==> src/hw/rtl/adjacent_swap_permutation_guide_unit_assert.svh <==
// Assertion macros used by the guide unit's top-level RTL file.
// Each macro expects a clock named clk and an active-low reset named arst_n in scope.
`ifndef ADJACENT_SWAP_PERMUTATION_GUIDE_UNIT_ASSERT_SVH
`define ADJACENT_SWAP_PERMUTATION_GUIDE_UNIT_ASSERT_SVH

// The consequent must hold in the same cycle as the antecedent.
`define ASPG_ASSERT_SAME(label, ante, cons, msg) \
	label: assert property (@(posedge clk) disable iff (!arst_n) (ante) |-> (cons)) \
		else $error(msg);

// The consequent must hold in the cycle after the antecedent.
`define ASPG_ASSERT_NEXT(label, ante, cons, msg) \
	label: assert property (@(posedge clk) disable iff (!arst_n) (ante) |=> (cons)) \
		else $error(msg);

`endif

==> src/hw/rtl/aspg_pkg.sv <==
package aspg_pkg;

	// Fixed field widths of the stream and configuration ports.
	localparam int unsigned TDATA_W = 8;
	localparam int unsigned POS_W = 3;
	localparam int unsigned SIZE_W = 4;
	localparam logic [SIZE_W-1:0] SIZE_RESET = 4'd6;

	// Sequencer states.
	typedef enum logic [1:0] {
		ST_IDLE,
		ST_SWEEP,
		ST_DONE
	} state_t;

	// Status seen by the sequencer.
	typedef struct packed {
		logic accept;
		logic tick;
		logic move_ok;
		logic sweep_end;
		logic out_free;
	} ctrl_status_t;

	// Commands issued by the sequencer.
	typedef struct packed {
		logic ready;
		logic start;
		logic wrap;
		logic step;
		logic load_out;
	} ctrl_cmd_t;

	// Flags produced by the shared step unit.
	typedef struct packed {
		logic swap_now;
		logic mobile;
		logic better;
	} step_flag_t;

endpackage

==> src/hw/rtl/aspg_ctrl.sv <==
module aspg_ctrl (
	input  logic                   clk,
	input  logic                   arst_n,
	input  aspg_pkg::ctrl_status_t status,
	output aspg_pkg::ctrl_cmd_t    cmd
);
	import aspg_pkg::*;

	state_t state_q;
	state_t state_next;

	// State register.
	always_ff @(posedge clk or negedge arst_n) begin
		if (!arst_n) begin
			state_q <= ST_IDLE;
		end else begin
			state_q <= state_next;
		end
	end

	// Next state and commands.
	always_comb begin
		state_next = state_q;
		cmd = '0;
		case (state_q)
			ST_IDLE: begin
				cmd.ready = 1'b1;
				if (status.accept && status.tick) begin
					if (status.move_ok) begin
						cmd.start = 1'b1;
						state_next = ST_SWEEP;
					end else begin
						cmd.wrap = 1'b1;
						state_next = ST_DONE;
					end
				end
			end
			ST_SWEEP: begin
				cmd.step = 1'b1;
				if (status.sweep_end) begin
					state_next = ST_DONE;
				end
			end
			ST_DONE: begin
				if (status.out_free) begin
					cmd.load_out = 1'b1;
					state_next = ST_IDLE;
				end
			end
			default: begin
				state_next = ST_IDLE;
			end
		endcase
	end

endmodule

==> config.mk <==
export PLATFORM = sky130hd
export DESIGN_NAME = aspg_ctrl
export DESIGN_NICKNAME = d
export VERILOG_FILES = /design/src/hw/rtl/adjacent_swap_permutation_guide_unit_assert.svh /design/src/hw/rtl/aspg_pkg.sv /design/src/hw/rtl/aspg_ctrl.sv
export SDC_FILE = /design/constraint.sdc
export NUM_CORES = 1
export LEC_CHECK = 0
export BUFFER_PORTS_ARGS = -buffer_cell sky130_fd_sc_hd__buf_4
export CORE_AREA = 2 2 39 41
export DETAILED_ROUTE_END_ITERATION = 7
export DIE_AREA = 0 0 41 43
export GPL_TIMING_DRIVEN = 0
export PLACE_DENSITY_LB_ADDON = 0.25
export SYNTH_ARGS = -nofsm -noshare
export SYNTH_HDL_FRONTEND = slang
export SYNTH_SLANG_ARGS = --single-unit
==> constraint.sdc <==
create_clock -name clk -period 1.6 [get_ports clk]
set_clock_uncertainty 0.05 [all_clocks]
set_input_delay 0.08 -clock clk [delete_from_list [all_inputs] [get_ports clk]]
set_output_delay 0.08 -clock clk [all_outputs]
set_load 0.05 [all_outputs]
# After elaboration in Yosys (flattened, before gate mapping)
# Index checks and enable logic that the tools add are counted.
[totals]
wordCells = 21
out_inout_bits = 5
reg_bits = 2
input_bits = 7
[classes]
muxes = 12
eq_ne = 5
reduce_logical = 3
[ops]
columns = ["cell", "n"]
rows = [
  ["$mux 2", 5],
  ["$ne 2x2->1 const B", 3],
  ["$pmux 2 s3", 1],
  ["$mux 1", 5],
  ["$mux 3", 1],
  ["$reduce_and 3->1", 1],
  ["$eq 2x1->1 const B", 1],
  ["$eq 2x2->1 const B", 1],
  ["$logic_not 2->1", 1],
  ["$logic_and 1x1->1", 1],
]

# Longest topological paths before layout
# Gate-level depths: netlist of the first run.
[depth]
depth_word = 3
depth_mapped = 3
depth_no_buf = 3

# Least setup slack after synthesis of the first run
# No wires, ideal clock.
[synth_path]
path_type = "register -> output"
from = "reg state_q[0]"
to = "out cmd[3] in the netlist's numbering"
arrival_time_ps = 2117
path_stages_with_launch = 2
slack_ps = -647
cell_sequence = "dfrtp_1 nor4b_1"
[synth_lines]
columns = ["element", "line_no", "source"]
rows = [
  ["from (decl)", "aspg_ctrl.sv:9", "state_t state_q;"],
  ["from (signal assigned)", "aspg_ctrl.sv:17", "state_q <= state_next;"],
  ["to (decl)", "aspg_ctrl.sv:5", "output aspg_pkg::ctrl_cmd_t cmd"],
]

==> impl_metrics.toml, run 1 <==
[run_status]
outcome = "completed"

[clock_network]
clk_latency_ns = 0.22
cts_tree = "done"
clock_tree.root_cell = "clkbuf_4"
cts_buffer_depth = 2
worst_setup_hold_path_clk_slew_ns = 0.03
cts_buffers = 3
cts-htree-levels = 1
hold_fix_buffers_at_cts = 1
post_cts.repair.setup_buffers = 0
ctsResizeCount = 0
cts.sink_count = 2

[global_routing]
vias_in_the_first_global_route = 156
grt_max_degree = 8
groute.usage.overall_pct = 5.73
grt_overflow = 0
antenna_found_initial = 0
grt_pass1_wl_um = 607

[critical_path]
crit_fanout = 7
critical_path_required_ns = 1.47
worst-endpoint-arrival_ns = 1.26
cp-start-kind = "flip-flop"
worst-setup-path-type = "reg -> out"
endpoint_kind = "primary output"

[yosys]
synth_top_area_cell = "dfrtp_1"
synth_area_um2 = 129
syn_nets = 21
synth_seq_area_share_pct = 38.8
netlist_instances = 14
ys_warn_count = 0
synth.area.top_cells = "dfrtp_1 (39%), nor4_2 (9.7%), mux2_2 (8.7%)"
synth.distinct_cells = 10
syn_avg_cell_area_um2 = 9.21
ys_seq_elements = 2
share_of_yosys_cell_area_claimed_by_the_top_area_cell_type_pct = 38.8

[route]
num_vias = 158
drc = 0
detail-route-antenna-nets = 0
drt_iter0_drc = 2
drt_via_density = 3.51
drt_wl_total_um = 416
wl_per_cell_um = 9.24
drtPass1Iterations = 2

[floorplanning]
floorplan.die_area_um2 = 1760
die_wd_um = 41
chip_height_um = 43
start_util_pct = 9.31
placement_rows = 14
core_um2 = 1380
design.portCount = 12

[pwr]
peakVddDrop_uv = 353
total_leakage_power_nw = 0.132
p_per_area_nw_per_um2 = 1070

[sta]
report.final.slew_viol_count = 0
sum_neg_setup_slack_ns = 0
finalHoldViolations = 0
report.final.setup_viol = 0
worst_slew_margin_rel_pct = 81.8
min_clock_period_post_route_ns = 1.39
final_period_util_pct = 86.9
achievable-frequency_mhz = 720
setup_repair_after_global_routing_missed_its_margin = "no"
timing_worst_slew_pin_value_ns = 0.273

[final_layout]
largest_register_ffs = 2
antenna_cells = 0
biggestRegsByFlops = "state_q: 2 flops"
share_of_cells_above_drive_strength_1_pct = 58.6
finish.utilization_pct = 20.2
area.sequential_um2 = 50.0
final_net_count = 38
stdcell_area_um2 = 279
multiInputGateArea_um2 = 93.8
instances_no_fill = 45
fillers = 153
largest_register = "state_q"
area_growth_synth_to_finish_pct = 117

[min_path]
hold_path_class = "in -> reg"

[placed_design]
buffer_ports.inserted = 11
routabilityCongestion = 0.533
placedInstanceArea_um2 = 246
placed_cell_count = 41

[flow_run]
drv.max_cap_violation_count = 0
==> kinds of logic (layout without fill, tap and decap cells) <==
group / Yosys count / after routing / synth area share, %
AOI/OAI and AO/OA: 1 / 1 / 6.80
buffers and inverters: 0 / 15 / 0
DFF: 2 / 2 / 38.8
muxes: 1 / 1 / 8.74
and+or+nand+nor: 10 / 10 / 45.6
==> synth_stat cells (all sizes together) <==
master	count
nand2	2
a211o	1
nand3	1
nor4	1
mux2	1
nor4b	1
nor2	3
nor2b	1
dfrtp	2
nor3b	1
==> layout make-up <==
cell class              count  share of cell area (%)
clock buffers               3                    8.07
multi-input cells          12                    33.6
flip-flops and latches      2                    17.9
repair buffers             12                    33.2
well taps                  16                    7.17
==> critical path, stage by stage, from the launching register on <==
cell and delay [ns]:
dfrtp_1 0.46, nor4_4 0.33, buf_4 0.25
==> placed cells by master (no fill, tap or decap), drive strengths merged <==
cell         count
clkbuf           3
mux2             1
buf             11
dlygate4sd3      1
nor2b            1
nand2            2
a211o            1
nor3b            1
nor4b            1
nand3            1
nor4             1
nor2             3
dfrtp            2
==> worst paths after layout <==
| kind | cells after the start | to | startpoint | slack [ns] |
|---|---|---|---|---|
| max | 2 | cmd[2] | state_q[0] | 0.21 |
| min | 2 | state_q[1] | status[1] | 0.04 |
| max reg2reg | 2 | state_q[1] | state_q[0] | 0.47 |
| min reg2reg | 1 | state_q[0] | state_q[1] | 0.56 |
| max in group asynchronous | 2 | state_q[1] | arst_n | 1.29 |
| min in group asynchronous | 2 | state_q[0] | arst_n | 0.12 |
==> metrics by stage <==
stage	hold WS, ns	worst slack (ns)	total power, mW
after floorplan	-0.266	0.0130	0.147
after global placement	-0.188	0.451	0.187
after detailed placement	-0.187	0.443	0.189
after CTS	0.0321	0.199	0.309
after global routing	0.0296	0.151	0.321
final	0.0368	0.210	0.299
==> power by group <==
group | total, mW | internal, mW | switching [mW]
clock network | 0.110 | 0.0827 | 0.0277
registers | 0.0748 | 0.0579 | 0.0169
logic | 0.113 | 0.0436 | 0.0698
==> per-layer routing <==
| metal | track usage [%] | up-vias | part of all wire (%) |
|---|---|---|---|
| met5 | 0 | - | 0 |
| met4 | 6.00 | 0 | 0 |
| met3 | 4.71 | 0 | 15 |
| met2 | 6.56 | 12 | 36 |
| met1 | 5.81 | 64 | 49 |
| li1 | - | 82 | - |
Note: power is estimated with default switching activity, not from simulation.
==> run 2, diff against run 1 <==
clock period = 1.8 ns   (was 1.6 ns; I/O delays follow)
==> run 2 against run 1 <==
  * Worst hold slack improved by 0.0093 ns
  * Die area unchanged
  * Final cell count unchanged
  * Critical endpoint unchanged
==> impl_metrics.toml, run 2 (synthesized netlist as in run 1, its figures left out) <==
[pwr]
p_per_area_nw_per_um2 = 983
total_leakage_power_nw = 0.131
logic_gate_share_of_total_power_pct = 37.8
peakVddDrop_uv = 304
share_seq_of_total_power_pct = 24.3
intPower_uw = 163
power.share.switching_pct = 38.7
p_clk_share_pct = 37.9
p_sw_uw = 103

[clock_network]
cts-htree-levels = 1
hold_fix_buffers_at_cts = 1
cts.sink_count = 2
cts_tree = "done"
ctsResizeCount = 0
cts_buffer_depth = 2
post_cts.repair.setup_buffers = 0
cts_buffers = 3
clock_tree.root_cell = "clkbuf_4"
worst_setup_hold_path_clk_slew_ns = 0.03
clk_latency_ns = 0.22

[final_layout]
fillers = 153
antenna_cells = 0
multiInputGateArea_um2 = 85.1
final_cell_mix = "buf_4 (11), nor2_1 (3), clkbuf_4 (3), nand2_1 (2), dfrtp_1 (2)"
area.sequential_um2 = 50.0
share_of_cells_above_drive_strength_1_pct = 58.6
final_net_count = 38
largest_register_ffs = 2
biggestRegsByFlops = "state_q: 2 flops"
largest_register = "state_q"
area_growth_synth_to_finish_pct = 110
final_common_cell = "buf_4"

[route]
drc = 0
drt_wl_total_um = 440
wl_per_cell_um = 9.78
drt_iter0_drc = 5
detail-route-antenna-nets = 0
num_vias = 157
drt_via_density = 3.49
drtPass1Iterations = 2

[global_routing]
groute.usage.overall_pct = 5.93
grt_max_degree = 8
grt_pass1_wl_um = 607
antenna_found_initial = 0
vias_in_the_first_global_route = 164
grt_overflow = 0

[sta]
finalHoldViolations = 0
sum_neg_setup_slack_ns = 0
report.final.setup_viol = 0
final_period_util_pct = 78.7
min_clock_period_post_route_ns = 1.42
setup_repair_after_global_routing_missed_its_margin = "no"
report.final.slew_viol_count = 0
worst_slew_margin_rel_pct = 82.1
holdWs_ns = 0.0461
achievable-frequency_mhz = 706
timing_worst_slew_pin_value_ns = 0.266

[critical_path]
r2r.worst_path.cells = 2
endpoint_kind = "primary output"
cp-start-kind = "flip-flop"
crit_fanout = 7
worst-endpoint-arrival_ns = 1.28
critical_path_required_ns = 1.66
worst-setup-path-type = "reg -> out"

[min_path]
worstHoldPathCells = 2
hold_path_class = "in -> reg"

[placed_design]
routabilityCongestion = 0.525
buffer_ports.inserted = 11

[floorplanning]
chip_height_um = 43
start_util_pct = 9.31
floorplan.die_area_um2 = 1760
design.portCount = 12
placement_rows = 14
die_wd_um = 41
core_um2 = 1380

[flow_run]
drv.max_cap_violation_count = 0

[run_status]
outcome = "completed"
## run 2: per-layer routing
metal	vias up	GRT usage [%]	part of all wire, %
met4	0	10.0	0
li1	81	-	-
met1	64	5.48	37
met2	12	7.50	42
met3	0	1.57	21
met5	-	0	0
## run 2: final timing paths
path                            start         end  slack (ns)
hold reg to reg            state_q[1]  state_q[0]        0.54
min in group asynchronous      arst_n  state_q[0]        0.13
hold / removal              status[1]  state_q[1]        0.05
max in group asynchronous      arst_n  state_q[1]        1.48
setup reg to reg           state_q[0]  state_q[1]        0.70
setup / recovery           state_q[0]      cmd[2]        0.38
## run 2: worst max-delay path: stages, from the launching register on
cell and delay [ns]:
dfrtp_1 0.45, nor4_2 0.35, buf_4 0.25
## run 2: cell type report
type	count	area share, %
multi-input combinational	12	31.5
timing repair buffer	12	34.3
clock buffer	3	8.33
sequential	2	18.5
tap	16	7.41
## run 2: metrics by stage
step	area, µm²	std cells	power, mW	worst slack [ns]	utilization (%)
after global routing	270	45	0.284	0.302	19.5
after detailed placement	238	41	0.164	0.610	17.2
after CTS	270	45	0.274	0.362	19.5
final	270	45	0.266	0.384	19.5
after global placement	238	41	0.162	0.633	17.2
after floorplan	135	14	0.126	0.0341	-
## run 2: power groups by stage
stage	clock network (mW)	registers [mW]	logic [mW]
finish	0.101	0.0647	0.100
global route	0.112	0.0665	0.105
CTS	0.109	0.0644	0.101
detailed placement	0	0.0649	0.0994
global placement	0	0.0640	0.0977
floorplan	0	0.0622	0.0642
