[config.mk]
export PLATFORM = sky130hd
export DESIGN_NAME = aspg_step_unit
export DESIGN_NICKNAME = d
export VERILOG_FILES = /design/src/hw/rtl/adjacent_swap_permutation_guide_unit_assert.svh /design/src/hw/rtl/aspg_pkg.sv /design/src/hw/rtl/aspg_step_unit.sv
export SDC_FILE = /design/constraint.sdc
export NUM_CORES = 1
export LEC_CHECK = 0
export CAP_MARGIN = 15
export CORE_MARGIN = 2
export CORE_UTILIZATION = 27
export DETAILED_ROUTE_END_ITERATION = 6
export DONT_BUFFER_PORTS = 1
export PLACE_DENSITY_LB_ADDON = 0.2
export RECOVER_POWER = 50
export SETUP_SLACK_MARGIN = 0.4
export SLEW_MARGIN = 10
export SYNTH_ARGS = -nofsm -noshare
export SYNTH_HDL_FRONTEND = slang
export SYNTH_SLANG_ARGS = --single-unit
[constraint.sdc]
create_clock -name vclk -period 3.8
set_input_delay 0.57 -clock vclk [all_inputs]
set_output_delay 0.57 -clock vclk [all_outputs]
set_load 0.005 [all_outputs]
[src/hw/rtl/adjacent_swap_permutation_guide_unit_assert.svh]
// Assertion macros used by the guide unit's top-level RTL file.
// Each macro expects a clock named clk and an active-low reset named arst_n in scope.
`ifndef ADJACENT_SWAP_PERMUTATION_GUIDE_UNIT_ASSERT_SVH
`define ADJACENT_SWAP_PERMUTATION_GUIDE_UNIT_ASSERT_SVH

// The consequent must hold in the same cycle as the antecedent.
`define ASPG_ASSERT_SAME(label, ante, cons, msg) \
	label: assert property (@(posedge clk) disable iff (!arst_n) (ante) |-> (cons)) \
		else $error(msg);

// The consequent must hold in the cycle after the antecedent.
`define ASPG_ASSERT_NEXT(label, ante, cons, msg) \
	label: assert property (@(posedge clk) disable iff (!arst_n) (ante) |=> (cons)) \
		else $error(msg);

`endif

[src/hw/rtl/aspg_pkg.sv]
package aspg_pkg;

	// Fixed field widths of the stream and configuration ports.
	localparam int unsigned TDATA_W = 8;
	localparam int unsigned POS_W = 3;
	localparam int unsigned SIZE_W = 4;
	localparam logic [SIZE_W-1:0] SIZE_RESET = 4'd6;

	// Sequencer states.
	typedef enum logic [1:0] {
		ST_IDLE,
		ST_SWEEP,
		ST_DONE
	} state_t;

	// Status seen by the sequencer.
	typedef struct packed {
		logic accept;
		logic tick;
		logic move_ok;
		logic sweep_end;
		logic out_free;
	} ctrl_status_t;

	// Commands issued by the sequencer.
	typedef struct packed {
		logic ready;
		logic start;
		logic wrap;
		logic step;
		logic load_out;
	} ctrl_cmd_t;

	// Flags produced by the shared step unit.
	typedef struct packed {
		logic swap_now;
		logic mobile;
		logic better;
	} step_flag_t;

endpackage

[src/hw/rtl/aspg_step_unit.sv]
module aspg_step_unit #(
	parameter int unsigned MAX_ELEMENTS = 8
) (
	input  logic [$clog2(MAX_ELEMENTS)-1:0]   pos,
	input  logic [$clog2(MAX_ELEMENTS+1)-1:0] n,
	input  logic [$clog2(MAX_ELEMENTS)-1:0]   low,
	input  logic [$clog2(MAX_ELEMENTS)-1:0]   moved_elem,
	input  logic [$clog2(MAX_ELEMENTS)-1:0]   tap0_elem,
	input  logic                              tap0_dir,
	input  logic [$clog2(MAX_ELEMENTS)-1:0]   tap1_elem,
	input  logic                              tap1_dir,
	input  logic [$clog2(MAX_ELEMENTS)-1:0]   tap2_elem,
	input  logic [$clog2(MAX_ELEMENTS)-1:0]   prev_elem,
	input  logic                              mob_valid,
	input  logic [$clog2(MAX_ELEMENTS)-1:0]   mob_elem,
	output logic [$clog2(MAX_ELEMENTS)-1:0]   proc_elem,
	output logic                              proc_dir,
	output aspg_pkg::step_flag_t              flags
);
	import aspg_pkg::*;

	localparam int unsigned EW = $clog2(MAX_ELEMENTS);
	localparam int unsigned NW = $clog2(MAX_ELEMENTS + 1);

	logic          swap_now;
	logic          pre_swap;
	logic          has_right;
	logic [EW-1:0] cur_elem;
	logic          cur_dir;
	logic [EW-1:0] right_elem;
	logic          mobile;

	// The position being processed takes the neighbor's entry when it is the swap point.
	assign swap_now = (pos == low);
	assign pre_swap = ((NW'(pos) + NW'(1)) == NW'(low));
	assign has_right = ((NW'(pos) + NW'(1)) < n);
	assign cur_elem = swap_now ? tap1_elem : tap0_elem;
	assign cur_dir = swap_now ? tap1_dir : tap0_dir;

	// Every element larger than the moved one turns around.
	assign proc_elem = cur_elem;
	assign proc_dir = cur_dir ^ (cur_elem > moved_elem);

	// The right neighbor as it stands after the swap.
	always_comb begin
		if (swap_now) begin
			right_elem = tap0_elem;
		end else if (pre_swap) begin
			right_elem = tap2_elem;
		end else begin
			right_elem = tap1_elem;
		end
	end

	// An element is mobile when it faces a smaller neighbor.
	assign mobile = (!proc_dir && (pos != '0) && (cur_elem > prev_elem)) ||
		(proc_dir && has_right && (cur_elem > right_elem));

	assign flags.swap_now = swap_now;
	assign flags.mobile = mobile;
	assign flags.better = mobile && (!mob_valid || (cur_elem > mob_elem));

endmodule

== Word-level counts from Yosys, hierarchy flattened ==
Cells that the tools add are included.

* Output and inout port bits: 7
* Register bits: 0
* Bits of input ports: 31

* Equal/unequal tests: 2
* Reductions and logical operators: 10
* Add/subtract/negate cells: 1
* Bitwise logic cells: 1
* Muxes and demuxes: 4
* $lt $le $gt $ge: 5

{| class="wikitable"
|+ Operators by type and width
! operator !! number
|-
| 3-bit > comparator || 4
|-
| 3-bit 2-to-1 mux || 3
|-
| 1-bit logical AND || 5
|-
| 3-bit by 1-bit adder with 4-bit output (second input constant) || 1
|-
| 4-bit by 3-bit == test with 1-bit output || 1
|-
| 4-bit < comparator || 1
|-
| 3-bit == test || 1
|-
| 3-bit nonzero test || 1
|-
| 1-bit logical NOT || 2
|-
| 1-bit logical OR || 2
|-
| 1-bit 2-to-1 mux || 1
|-
| 1-bit XOR || 1
|}

== Longest topological paths before layout ==
Gate-level depths: netlist (run 1).

* Depth after elaboration: 9
* Depth in mapped cells: 13

== Worst setup path before layout (run 1) ==
Ideal clock, no wire load.

* Path kind: input to output
* Start: in pos[2]
* End: out flags[1] (netlist name)
* Stages: 11
* Buffers on the path: 3
* Slack: 369 ps
* Arrival time: 2861 ps
* Path through: buf_2 -> xor2_1 -> nor3_2 -> buf_2 -> mux2_2 -> ha_1 -> nand3b_1 -> a32oi_1 -> xnor2_2 -> mux2_4 -> buf_4

* Cells in the longest elaborated chain, start to end: 8
* Elaborated cells on any way between the ends: 19
* Classes of those cells: add/sub: 1; order compare: 4; eq/ne: 2; mux: 4; bitwise: 1; reduce/logical: 7

{| class="wikitable"
|+ RTL lines
! element !! line !! source
|-
| start, declared || aspg_step_unit.sv:4 || <nowiki>input logic [$clog2(MAX_ELEMENTS)-1:0] pos,</nowiki>
|-
| 3-bit == test (*) || aspg_step_unit.sv:34 || <nowiki>assign swap_now = (pos == low);</nowiki>
|-
| named net swap_now || aspg_step_unit.sv:25 || <nowiki>logic swap_now;</nowiki>
|-
| 3-bit 2-to-1 mux (*) || aspg_step_unit.sv:37 || <nowiki>assign cur_elem = swap_now ? tap1_elem : tap0_elem;</nowiki>
|-
| named net proc_elem[2] || aspg_step_unit.sv:16 || <nowiki>output logic [$clog2(MAX_ELEMENTS)-1:0] proc_elem,</nowiki>
|-
| 3-bit > comparator (*) || aspg_step_unit.sv:42 || <nowiki>assign proc_dir = cur_dir ^ (cur_elem > moved_elem);</nowiki>
|-
| 1-bit XOR (*) || aspg_step_unit.sv:42 ||
|-
| named net proc_dir || aspg_step_unit.sv:17 || <nowiki>output logic proc_dir,</nowiki>
|-
| 1-bit logical NOT || aspg_step_unit.sv:56 || <nowiki>assign mobile = (!proc_dir && (pos != '0) && (cur_elem > prev_elem)) ||</nowiki>
|-
| 1-bit logical AND (2 in a row) || aspg_step_unit.sv:56 ||
|-
| 1-bit logical OR (*) || aspg_step_unit.sv:56 ||
|-
| end, declared || aspg_step_unit.sv:18 || <nowiki>output aspg_pkg::step_flag_t flags</nowiki>
|}

The timed path passes the listed nets; every way through them passes the cells marked *.

==> key figures, run 1 <==
Pwr
  – VDD IR max: between 0.00005 and 0.00006 V
  – PwrDens: 166 nW/µm²
  – Leakage: around 0.38 nW

Detailed routing
  – DR DRC count: 0
  – Routed wire per std cell: 12.6 µm
  – Final WL: about 1400 µm
  – Vias: between 500 and 600
  – Vias/cell: 4.90
  – DRC violation total after the first TritonRoute iteration: 2
  – Initial DRT Pass Iterations: 4
  – DRT antenna net count: 0

Floorplanning
  – Die Ht: 53.5 µm
  – Starting Density: 29.4%
  – # rows: 17
  – Die area: around 2900 µm²
  – Core ar.: around 2300 µm²
  – Die width: about 54 µm
  – I/O pin cnt: 38

Timing
  – F_max: approximately 300 MHz
  – Max Slew Vio Count: 0
  – RSZ-0062 raised after global routing: no
  – Worst-margin pin slew: ~0.27 ns
  – Hold Vio Cnt, Final: 0
  – Final Critical Period: approximately 3.3 ns
  – Final period util: slightly below 90%
  – Hold WS: around 1.3 ns
  – Final Setup Violations: 0
  – Slew HR: approximately four fifths
  – Setup TNS: 0 ns

Worst hold path
  – Worst hold path class: input port to output pin
  – Min-Delay Endpoint: proc_elem[0]
  – Min-Delay Path Depth: 1
  – Hold Startpoint: tap0_elem[0]

Yosys
  – Leading area contributor after synthesis: ha_1
  – Dominant cells by area after synthesis: ha_1, inv_1, mux2i_1, xor2_1, mux2_2
  – Yosys top cell area share: around a third
  – Syn avg cell area: 7.79 µm²
  – Synthesized cell area: 662 µm²
  – Synth warn: 0
  – Post-Synthesis Net Count: approximately 130
  – Mapped Cells: between 80 and 90
  – Sequential area share after synthesis: 0%
  – Post-synth cell types: 26

Placed design
  – DP Wirelength: 1270 µm
  – Final GP Congestion: 0.678
  – # port buffers: 0

Clocking
  – Setup Buffers After CTS: 0

GRT
  – GRT overflow: 0
  – First-pass GRT wire length: 2060 µm
  – Vias in the first global route: 500
  – Largest net degree at the start of global routing: 12
  – Total GRT Usage: 9.30%
  – Initial antenna violation count: 0

Finish
  – Share of cells above drive strength 1: 6.10%
  – Fillers: ~260
  – Register area: 0 µm²
  – Layout area overhead: 3.02%
  – CLK BUF: 0
  – Nets: 132
  – Diode count: 0
  – Seq_cells: 0

Critical path
  – Crit end category: output pin
  – CP max-delay cell: mux2_1
  – Worst path arrival time: approximately 2.7 ns
  – Worst Setup Start Kind: input port
  – Setup Crit Path Kind: input port to output pin
  – CP required: 3.23 ns
  – Worst-path fanout max: 11
  – Worst path cell trace: xor2_1 -> nor3_1 -> buf_6 -> mux2_1 -> inv_1 -> ha_1 -> a32oi_1 -> xnor2_2 -> mux2_4
  – Crit-path max cell delay: roughly 0.37 ns

Run status
  – Status: finished clean

Run
  – Max-cap violations: 0
worst max path at each step:
| stage | start | endpoint | cells past startpoint |
|---|---|---|---|
| finish | low[0] | flags[1] | 9 |
| global route | low[0] | flags[1] | 9 |
| CTS | low[1] | flags[1] | 9 |
| detailed placement | low[1] | flags[1] | 9 |
| global placement | low[1] | flags[1] | 9 |
| floorplan | pos[2] | flags[1] | 11 |
area by class of cell:
type               instances  area (µm²)  area share [%]
well taps                 28        35.0            5.14
multi-input cells         65         576            84.4
inverters                 16        60.1            8.81
repair buffers             1        11.3            1.65
routing by layer:
metal	track usage [%]	up-vias	routed length (µm)
met5	0	-	0
met4	0	0	0
met3	1.13	0	111
met2	17.5	22	651
met1	11.9	231	622
li1	-	286	-
logic make-up (layout without fill, tap and decap cells):
family | after synthesis | in the layout | synth area share [%]
compound gates | 15 | 15 | 13.6
xor+xnor | 7 | 7 | 12.5
fa+ha+maj | 17 | 17 | 32.1
buf+inv | 20 | 17 | 12.9
mux | 9 | 9 | 14.9
simple gates | 17 | 17 | 14.0
per-stage QoR:
step	instances	utilization [%]	total power, W	setup slack [ns]	area [µm²]
CTS	110	30.1	0.000116	0.460	679
finish	110	30.2	0.000113	0.490	682
detailed placement	110	30.1	0.000116	0.460	679
floorplan	85	-	0.000104	0.403	664
global placement	110	30.1	0.000114	0.507	679
global route	110	30.2	0.000132	0.293	682
timing repair:
item | 4_1_cts | 5_1_grt
endpoints found under the setup margin | 0 | 2
hold buffers | 0 | 0
resized for setup | 0 | 2
endpoints found under the hold margin | 0 | 0
power breakdown:
group,switching [W],leakage [nW],internal [W]
Clock,0,0,0
Sequential,0,0,0
Combinational,0.0000558,0.378,0.0000572
cell usage in the layout, fill, tap and decap left out, drive strengths merged:
| master | instances |
|---|---|
| nand3 | 4 |
| a32oi | 1 |
| nand4 | 1 |
| nor3 | 1 |
| a31oi | 1 |
| o21ai | 4 |
| nand2 | 4 |
| ha | 17 |
| o211ai | 1 |
| a21oi | 5 |
| xor2 | 4 |
| xnor2 | 2 |
| buf | 1 |
| mux2 | 4 |
| nor2b | 3 |
| inv | 16 |
| nor2 | 2 |
| o21a | 1 |
| mux2i | 5 |
| a211oi | 1 |
| a21o | 1 |
| xnor3 | 1 |
| nand3b | 2 |
synth_stat cells (all sizes together) (3+ instances only):
master / number
a21oi: 5
buf: 4
ha: 17
inv: 16
mux2: 4
mux2i: 5
nand2: 4
nand3: 4
nor2b: 3
o21ai: 4
xor2: 4
critical path, delay by kind of cell:
family / cells / cell delay [ns]
AOI/OAI and AO/OA: 1 / 0.27
buffers and inverters: 2 / 0.36
and+or+nand+nor: 1 / 0.23
muxes: 2 / 0.71
xor gates and xnor gates: 2 / 0.35
adders and majority gates: 1 / 0.26
(Power assumes the default switching activity.)
==> run 2, diff against run 1 <==
--- a/config.mk
+++ b/config.mk
@@ -5,11 +5,13 @@
 export SDC_FILE = /design/constraint.sdc
 export NUM_CORES = 1
 export LEC_CHECK = 0
+export ABC_AREA = 1
 export CAP_MARGIN = 15
 export CORE_MARGIN = 2
 export CORE_UTILIZATION = 27
 export DETAILED_ROUTE_END_ITERATION = 6
 export DONT_BUFFER_PORTS = 1
+export GPL_TIMING_DRIVEN = 0
 export PLACE_DENSITY_LB_ADDON = 0.2
 export RECOVER_POWER = 50
 export SETUP_SLACK_MARGIN = 0.4
==> constraint.sdc (replaced) <==
create_clock -name vclk -period 3.8
set_input_delay 0.76 -clock vclk [all_inputs]
set_output_delay 0.76 -clock vclk [all_outputs]
set_load 0.005 [all_outputs]
==> run 2 against run 1 <==
Critical path depth up 10. Utilization increased by 3.9 points. Largest power group unchanged. Via count grew 37%. Non-clock buffer count grew 5. Clock-buffer cell count unchanged. Setup slack worse by 0.17 ns.
==> key figures, run 2 <==
Run status
  – Status: finished clean (unchanged)

Critical path
  – CP required: 3.04 ns (was 3.23 ns)
  – Worst path arrival time: 2.72 ns (was 2.74 ns)
  – Worst-path fanout max: 5 (was 11)
  – Worst Setup Start Kind: input port (unchanged)
  – Setup Crit Path Kind: input port to output pin (unchanged)
  – Crit end category: output pin (unchanged)

Timing
  – Worst-margin pin slew: 0.367 ns (was 0.275 ns)
  – F_max: 287 MHz (was 302 MHz)
  – RSZ-0062 raised after global routing: yes (was no)
  – Final Critical Period: 3.48 ns (was 3.31 ns)
  – Final Setup Violations: 0 (unchanged)
  – Final worst slack: 0.318 ns (was 0.490 ns)
  – Max Slew Vio Count: 0 (unchanged)
  – Slew HR: 75.3% (was 81.2%)
  – Final period util: 91.6% (was 87.1%)
  – Hold Vio Cnt, Final: 0 (unchanged)
  – Setup TNS: 0 ns (unchanged)

Detailed routing
  – DR DRC count: 0 (unchanged)
  – DRT antenna net count: 0 (unchanged)
  – Routed wire per std cell: 10.9 µm (was 12.6 µm)
  – Final WL: 1680 µm (was 1390 µm)
  – DRC violation total after the first TritonRoute iteration: 15 (was 2)
  – Initial DRT Pass Iterations: 4 (unchanged)
  – Vias/cell: 4.78 (was 4.90)
  – Vias: 736 (was 539)

Floorplanning
  – Die area: 3400 µm² (was 2860 µm²)
  – # rows: 19 (was 17)
  – Core ar.: 2780 µm² (was 2250 µm²)
  – Die width: 58.3 µm (was 53.5 µm)
  – I/O pin cnt: 38 (unchanged)
  – Starting Density: 28.7% (was 29.4%)
  – Die Ht: 58.3 µm (was 53.5 µm)

Finish
  – CLK BUF: 0 (unchanged)
  – Layout area overhead: 19.0% (was 3.02%)
  – Share of cells above drive strength 1: 35.8% (was 6.10%)
  – Nets: 173 (was 132)
  – Seq_cells: 0 (unchanged)
  – Diode count: 0 (unchanged)
  – Util after Layout: 34.1% (was 30.2%)
  – Multi-input logic area: 759 µm² (was 576 µm²)
  – Most frequent cells in the layout: nand2_1, inv_1, ha_1 (was ha_1, inv_1, mux2i_1, a21oi_1)
  – Most common cell after layout, fill and taps aside: nand2_1 (was ha_1)
  – Fillers: 298 (was 262)
  – Final Non-Filler Cells: 154 (was 110)
  – Register area: 0 µm² (unchanged)

GRT
  – Largest net degree at the start of global routing: 11 (was 12)
  – Initial antenna violation count: 0 (unchanged)
  – Vias in the first global route: 722 (was 500)
  – GRT overflow: 0 (unchanged)
  – First-pass GRT wire length: 2890 µm (was 2060 µm)
  – Total GRT Usage: 10.5% (was 9.30%)

Yosys
  – Dominant cells by area after synthesis: ha_1, nand2_1, inv_1, nand3_1, nand2_4 (was ha_1, inv_1, mux2i_1, xor2_1, mux2_2)
  – Syn avg cell area: 6.64 µm² (was 7.79 µm²)
  – Mapped Cells: 120 (was 85)
  – Leading area contributor after synthesis: ha_1 (unchanged)
  – Synthesized cell area: 797 µm² (was 662 µm²)
  – Post-Synthesis Net Count: 168 (was 133)
  – Synth warn: 0 (unchanged)
  – Yosys top cell area share: 26.7% (was 32.1%)
  – Post-synth cell types: 28 (was 26)
  – Sequential area share after synthesis: 0% (unchanged)
  – Count leader, synth: nand2_1 (was ha_1)
  – Post-synth top cells: nand2_1, inv_1, ha_1 (was ha_1, inv_1, a21oi_1, mux2i_1)

Placed design
  – Final GP Congestion: 0.677 (was 0.678)
  – # port buffers: 0 (unchanged)
  – Placed Instances: 151 (was 110)
  – Post-place setup slack: 0.179 ns (was 0.460 ns)
  – DP Wirelength: 1490 µm (was 1270 µm)

Pwr
  – Sequential power share: 0% (about the same)
  – Clock power frac: 0% (about the same)
  – Leakage: 0.514 nW (was 0.378 nW)
  – PwrDens: 167 nW/µm² (was 166 nW/µm²)
  – Cell internal pwr: 0.0000728 W (was 0.0000572 W)
  – Sw frac: 54.0% (was 49.4%)
  – VDD IR max: 0.0000660 V (was 0.0000520 V)
  – Comb pwr share: 100.0% (about the same)
  – Total net switching power: 0.0000855 W (was 0.0000558 W)
  – Overall power: 0.000158 W (was 0.000113 W)

Run
  – Max-cap violations: 0 (unchanged)

Clocking
  – Post-CTS Hold Buffers: 0 (unchanged)

Worst hold path
  – Worst hold path class: input port to output pin (unchanged)
run 2: cell types whose count changed after synthesis, moves of 4 or more:
cell and delta:
o21ai_1 +5, inv_1 +4, nand2_1 +20, nand3_1 +5, inv_2 +4, nand2_2 +5, mux2i_1 -5
run 2: repair_timing:
| action | 4_1_cts | 5_1_grt |
|---|---|---|
| setup buffers | 3 | 0 |
| resized for setup | 10 | 2 |
| setup endpoints to repair | 3 | 3 |
| pin swaps | 15 | 1 |
| endpoints found under the hold margin | 0 | 0 |
run 2: metal layers:
metal	wire, µm	vias up	GRT usage (%)	part of all wire, %
met5	0	-	0	0
met4	0	0	0	0
met3	105	0	1.10	6.3
met2	914	20	22.0	54
met1	659	321	11.7	39
li1	-	395	-	-
run 2: path summary, 6_finish.rpt:
path	to	start	slack, ns	cells after the start
min	proc_elem[1]	tap0_elem[1]	1.70	2
max	flags[1]	pos[1]	0.32	19
run 2: per-stage QoR:
| stage | instance area [µm²] | hold WS (ns) |
|---|---|---|
| global placement | 876 | 1.64 |
| global route | 948 | 1.71 |
| CTS | 937 | 1.64 |
| floorplan | 837 | 1.63 |
| detailed placement | 876 | 1.64 |
| finish | 948 | 1.70 |
run 2: power groups by stage:
stage / Clock, W / Combinational (W) / Sequential, W
3_5_place_dp: 0 / 0.000148 / 0
2_1_floorplan: 0 / 0.000127 / 0
6_report: 0 / 0.000158 / 0
4_1_cts: 0 / 0.000158 / 0
5_1_grt: 0 / 0.000182 / 0
3_3_place_gp: 0 / 0.000144 / 0
run 2: area by class of cell:
class	instances	area share, %
inverter	24	9.89
timing repair buffer	3	2.77
buffer	3	3.17
multi-input combinational	93	80.1
tap	31	4.09
run 2: cells by family (layout without fill, tap and decap cells):
logic type,Yosys count,in the layout,synth area share (%)
and+or+nand+nor,55,55,40.7
xor gates and xnor gates,4,4,6.28
adders and majority gates,17,17,26.7
buffers and inverters,27,30,14.6
AOI/OAI and AO/OA,17,17,11.8
run 2: critical path: stages:
cell and delay [ns]:
clkinvlp_4 0.07, ha_4 0.28, xnor2_2 0.11, nand3_2 0.11, nor2_4 0.11, nand2_4 0.08, nand2_2 0.06, o21ai_2 0.05
nand2_1 0.06, nand2_2 0.06, ha_4 0.25, a21oi_2 0.12, o21ai_1 0.06, and2_1 0.14, nand2_1 0.09, nand3_2 0.07
nand2_2 0.09, inv_2 0.04, buf_6 0.10
==> run 3, diff against run 2 <==
--- a/config.mk
+++ b/config.mk
@@ -7,6 +7,8 @@
 export LEC_CHECK = 0
 export ABC_AREA = 1
 export CAP_MARGIN = 15
+export CELL_PAD_IN_SITES_DETAIL_PLACEMENT = 0
+export CELL_PAD_IN_SITES_GLOBAL_PLACEMENT = 1
 export CORE_MARGIN = 2
 export CORE_UTILIZATION = 27
 export DETAILED_ROUTE_END_ITERATION = 6
==> run 3 against run 2 <==
Via count fell by 2.4%. Critical path depth is the same. Die area did not move. Wire length grew 0.77%. Largest cell class unchanged. Final cell count stayed put. First-iteration DRC count rose by 40%. Power rose by 2.2%. Flip-flop and latch count did not move. Combinational power is 3% higher. Setup slack better by 0.0060 ns. Design area increased by 2.0%. Utilization up 0.67 points.
==> key figures, run 3 (synthesis results as in run 2) <==
Detailed routing
  – Vias/cell: 4.66 (was 4.78)
  – DRC violation total after the first TritonRoute iteration: 21 (was 15)
  – Routed wire per std cell: 11.0 µm (was 10.9 µm)
  – DR DRC count: 0 (unchanged)
  – Initial DRT Pass Iterations: 3 (was 4)
  – DRT antenna net count: 0 (unchanged)
  – Vias: 718 (was 736)
  – Final WL: 1690 µm (was 1680 µm)

Critical path
  – Worst path cell trace: clkinvlp_4 -> ha_4 -> xnor2_2 -> nand3_2 -> nor2_4 -> nand2_4 -> nand2_1 -> o21ai_1 -> nand2_1 -> nand2_1 -> ha_1 -> nand2_2 -> o21ai_1 -> and2_1 -> nand2_1 -> nand3_2 -> nand2_2 -> inv_2 -> buf_6 (was clkinvlp_4 -> ha_4 -> xnor2_2 -> nand3_2 -> nor2_4 -> nand2_4 -> nand2_2 -> o21ai_2 -> nand2_1 -> nand2_2 -> ha_4 -> a21oi_2 -> o21ai_1 -> and2_1 -> nand2_1 -> nand3_2 -> nand2_2 -> inv_2 -> buf_6)
  – Setup crit end: flags[1] (unchanged)
  – Worst-path fanout max: 6 (was 5)
  – Worst Setup Start Kind: input port (unchanged)
  – CP required: 3.04 ns (about the same)
  – CP max-delay cell: ha_1 (was ha_4)
  – Setup Crit Path Kind: input port to output pin (unchanged)
  – Worst path arrival time: 2.72 ns (about the same)
  – Crit-path max cell delay: 0.30 ns (was 0.28 ns)
  – Worst path most repeated cell: nand2_1 (was nand2_2)
  – Worst setup path startpoint: pos[1] (unchanged)
  – Crit end category: output pin (unchanged)

Placed design
  – DP Wirelength: 1500 µm (was 1490 µm)
  – Placed Instances: 151 (unchanged)
  – Final GP Congestion: 0.622 (was 0.677)
  – # port buffers: 0 (unchanged)

Finish
  – CLK BUF: 0 (unchanged)
  – Share of cells above drive strength 1: 35.8% (unchanged)
  – Most common cell after layout, fill and taps aside: nand2_1 (unchanged)
  – Most frequent cells in the layout: nand2_1, inv_1, ha_1 (unchanged)
  – Diode count: 0 (unchanged)
  – Layout area overhead: 21.4% (was 19.0%)
  – Seq_cells: 0 (unchanged)
  – Final Non-Filler Cells: 154 (unchanged)
  – Register area: 0 µm² (unchanged)
  – Nets: 173 (unchanged)

Floorplanning
  – Starting Density: 28.7% (unchanged)
  – Die Ht: 58.3 µm (unchanged)
  – Die area: 3400 µm² (unchanged)
  – Die width: 58.3 µm (unchanged)
  – I/O pin cnt: 38 (unchanged)
  – Core ar.: 2780 µm² (unchanged)
  – # rows: 19 (unchanged)

Pwr
  – VDD IR max: 0.0000689 V (was 0.0000660 V)
  – PwrDens: 167 nW/µm² (about the same)
  – Leakage: 0.517 nW (was 0.514 nW)

Timing
  – F_max: 288 MHz (was 287 MHz)
  – Final period util: 91.5% (was 91.6%)
  – RSZ-0062 raised after global routing: yes (unchanged)
  – Final Critical Period: 3.48 ns (about the same)
  – Slew HR: 80.9% (was 75.3%)
  – Hold Vio Cnt, Final: 0 (unchanged)
  – Final Setup Violations: 0 (unchanged)
  – Worst-margin pin slew: 0.285 ns (was 0.367 ns)
  – Max Slew Vio Count: 0 (unchanged)
  – Setup TNS: 0 ns (unchanged)

Run status
  – Status: finished clean (unchanged)

GRT
  – Initial antenna violation count: 0 (unchanged)
  – Vias in the first global route: 743 (was 722)
  – GRT overflow: 0 (unchanged)
  – Total GRT Usage: 10.4% (was 10.5%)
  – Largest net degree at the start of global routing: 11 (unchanged)
  – First-pass GRT wire length: 2900 µm (was 2890 µm)

Clocking
  – Post-CTS Hold Buffers: 0 (unchanged)

Run
  – Max-cap violations: 0 (unchanged)

Worst hold path
  – Worst hold path class: input port to output pin (unchanged)
run 3: metrics by stage:
step | utilization, % | power (W) | cell area [µm²] | worst slack (ns) | hold slack, ns
6_report | 34.8 | 0.000162 | 967 | 0.324 | 1.64
5_1_grt | 34.8 | 0.000187 | 967 | 0.157 | 1.68
4_1_cts | 33.1 | 0.000156 | 920 | 0.336 | 1.64
3_5_place_dp | 31.5 | 0.000148 | 876 | 0.151 | 1.64
3_3_place_gp | 31.5 | 0.000144 | 876 | 0.170 | 1.64
2_1_floorplan | - | 0.000127 | 837 | 0.379 | 1.63
run 3: critical path, delay by kind of cell:
family / cells / cell delay (ns)
fa+ha+maj: 2 / 0.59
xor+xnor: 1 / 0.11
compound gates: 2 / 0.12
simple gates: 11 / 0.92
buf+inv: 3 / 0.22
run 3: power by group:
part           switching, W  internal (W)  total, W
clock                     0             0         0
sequential                0             0         0
combinational     0.0000868     0.0000749  0.000162
run 3: final cells by class:
| class | count | area [µm²] |
|---|---|---|
| well taps | 31 | 38.8 |
| fillers | 309 | 1810 |
| inverters | 24 | 96.3 |
| multi-input cells | 93 | 779 |
| repair buffers | 3 | 22.5 |
| plain buffers | 3 | 30.0 |
run 3: worst min path at each step:
| stage | start | to | cells after the start |
|---|---|---|---|
| 2_1_floorplan | tap0_elem[0] | proc_elem[0] | 2 |
| 3_3_place_gp | tap0_elem[0] | proc_elem[0] | 2 |
| 3_5_place_dp | tap0_elem[0] | proc_elem[0] | 2 |
| 4_1_cts | tap0_elem[0] | proc_elem[0] | 2 |
| 5_1_grt | tap0_elem[0] | proc_elem[0] | 2 |
| 6_report | tap0_elem[0] | proc_elem[0] | 2 |
run 3: routing by layer:
layer	track usage, %	share of wire [%]	vias to the layer above	wire length [µm]
met2	20.9	51	22	868
met5	0	0	-	0
met3	1.98	7.3	0	123
met1	11.8	41	300	700
met4	0	0	0	0
li1	-	-	396	-
run 3: timing repair:
item                                    4_1_cts  5_1_grt
resized for setup                             7        6
endpoints found under the setup margin        3        3
pin swaps                                    12        5
setup buffers                                 2        1
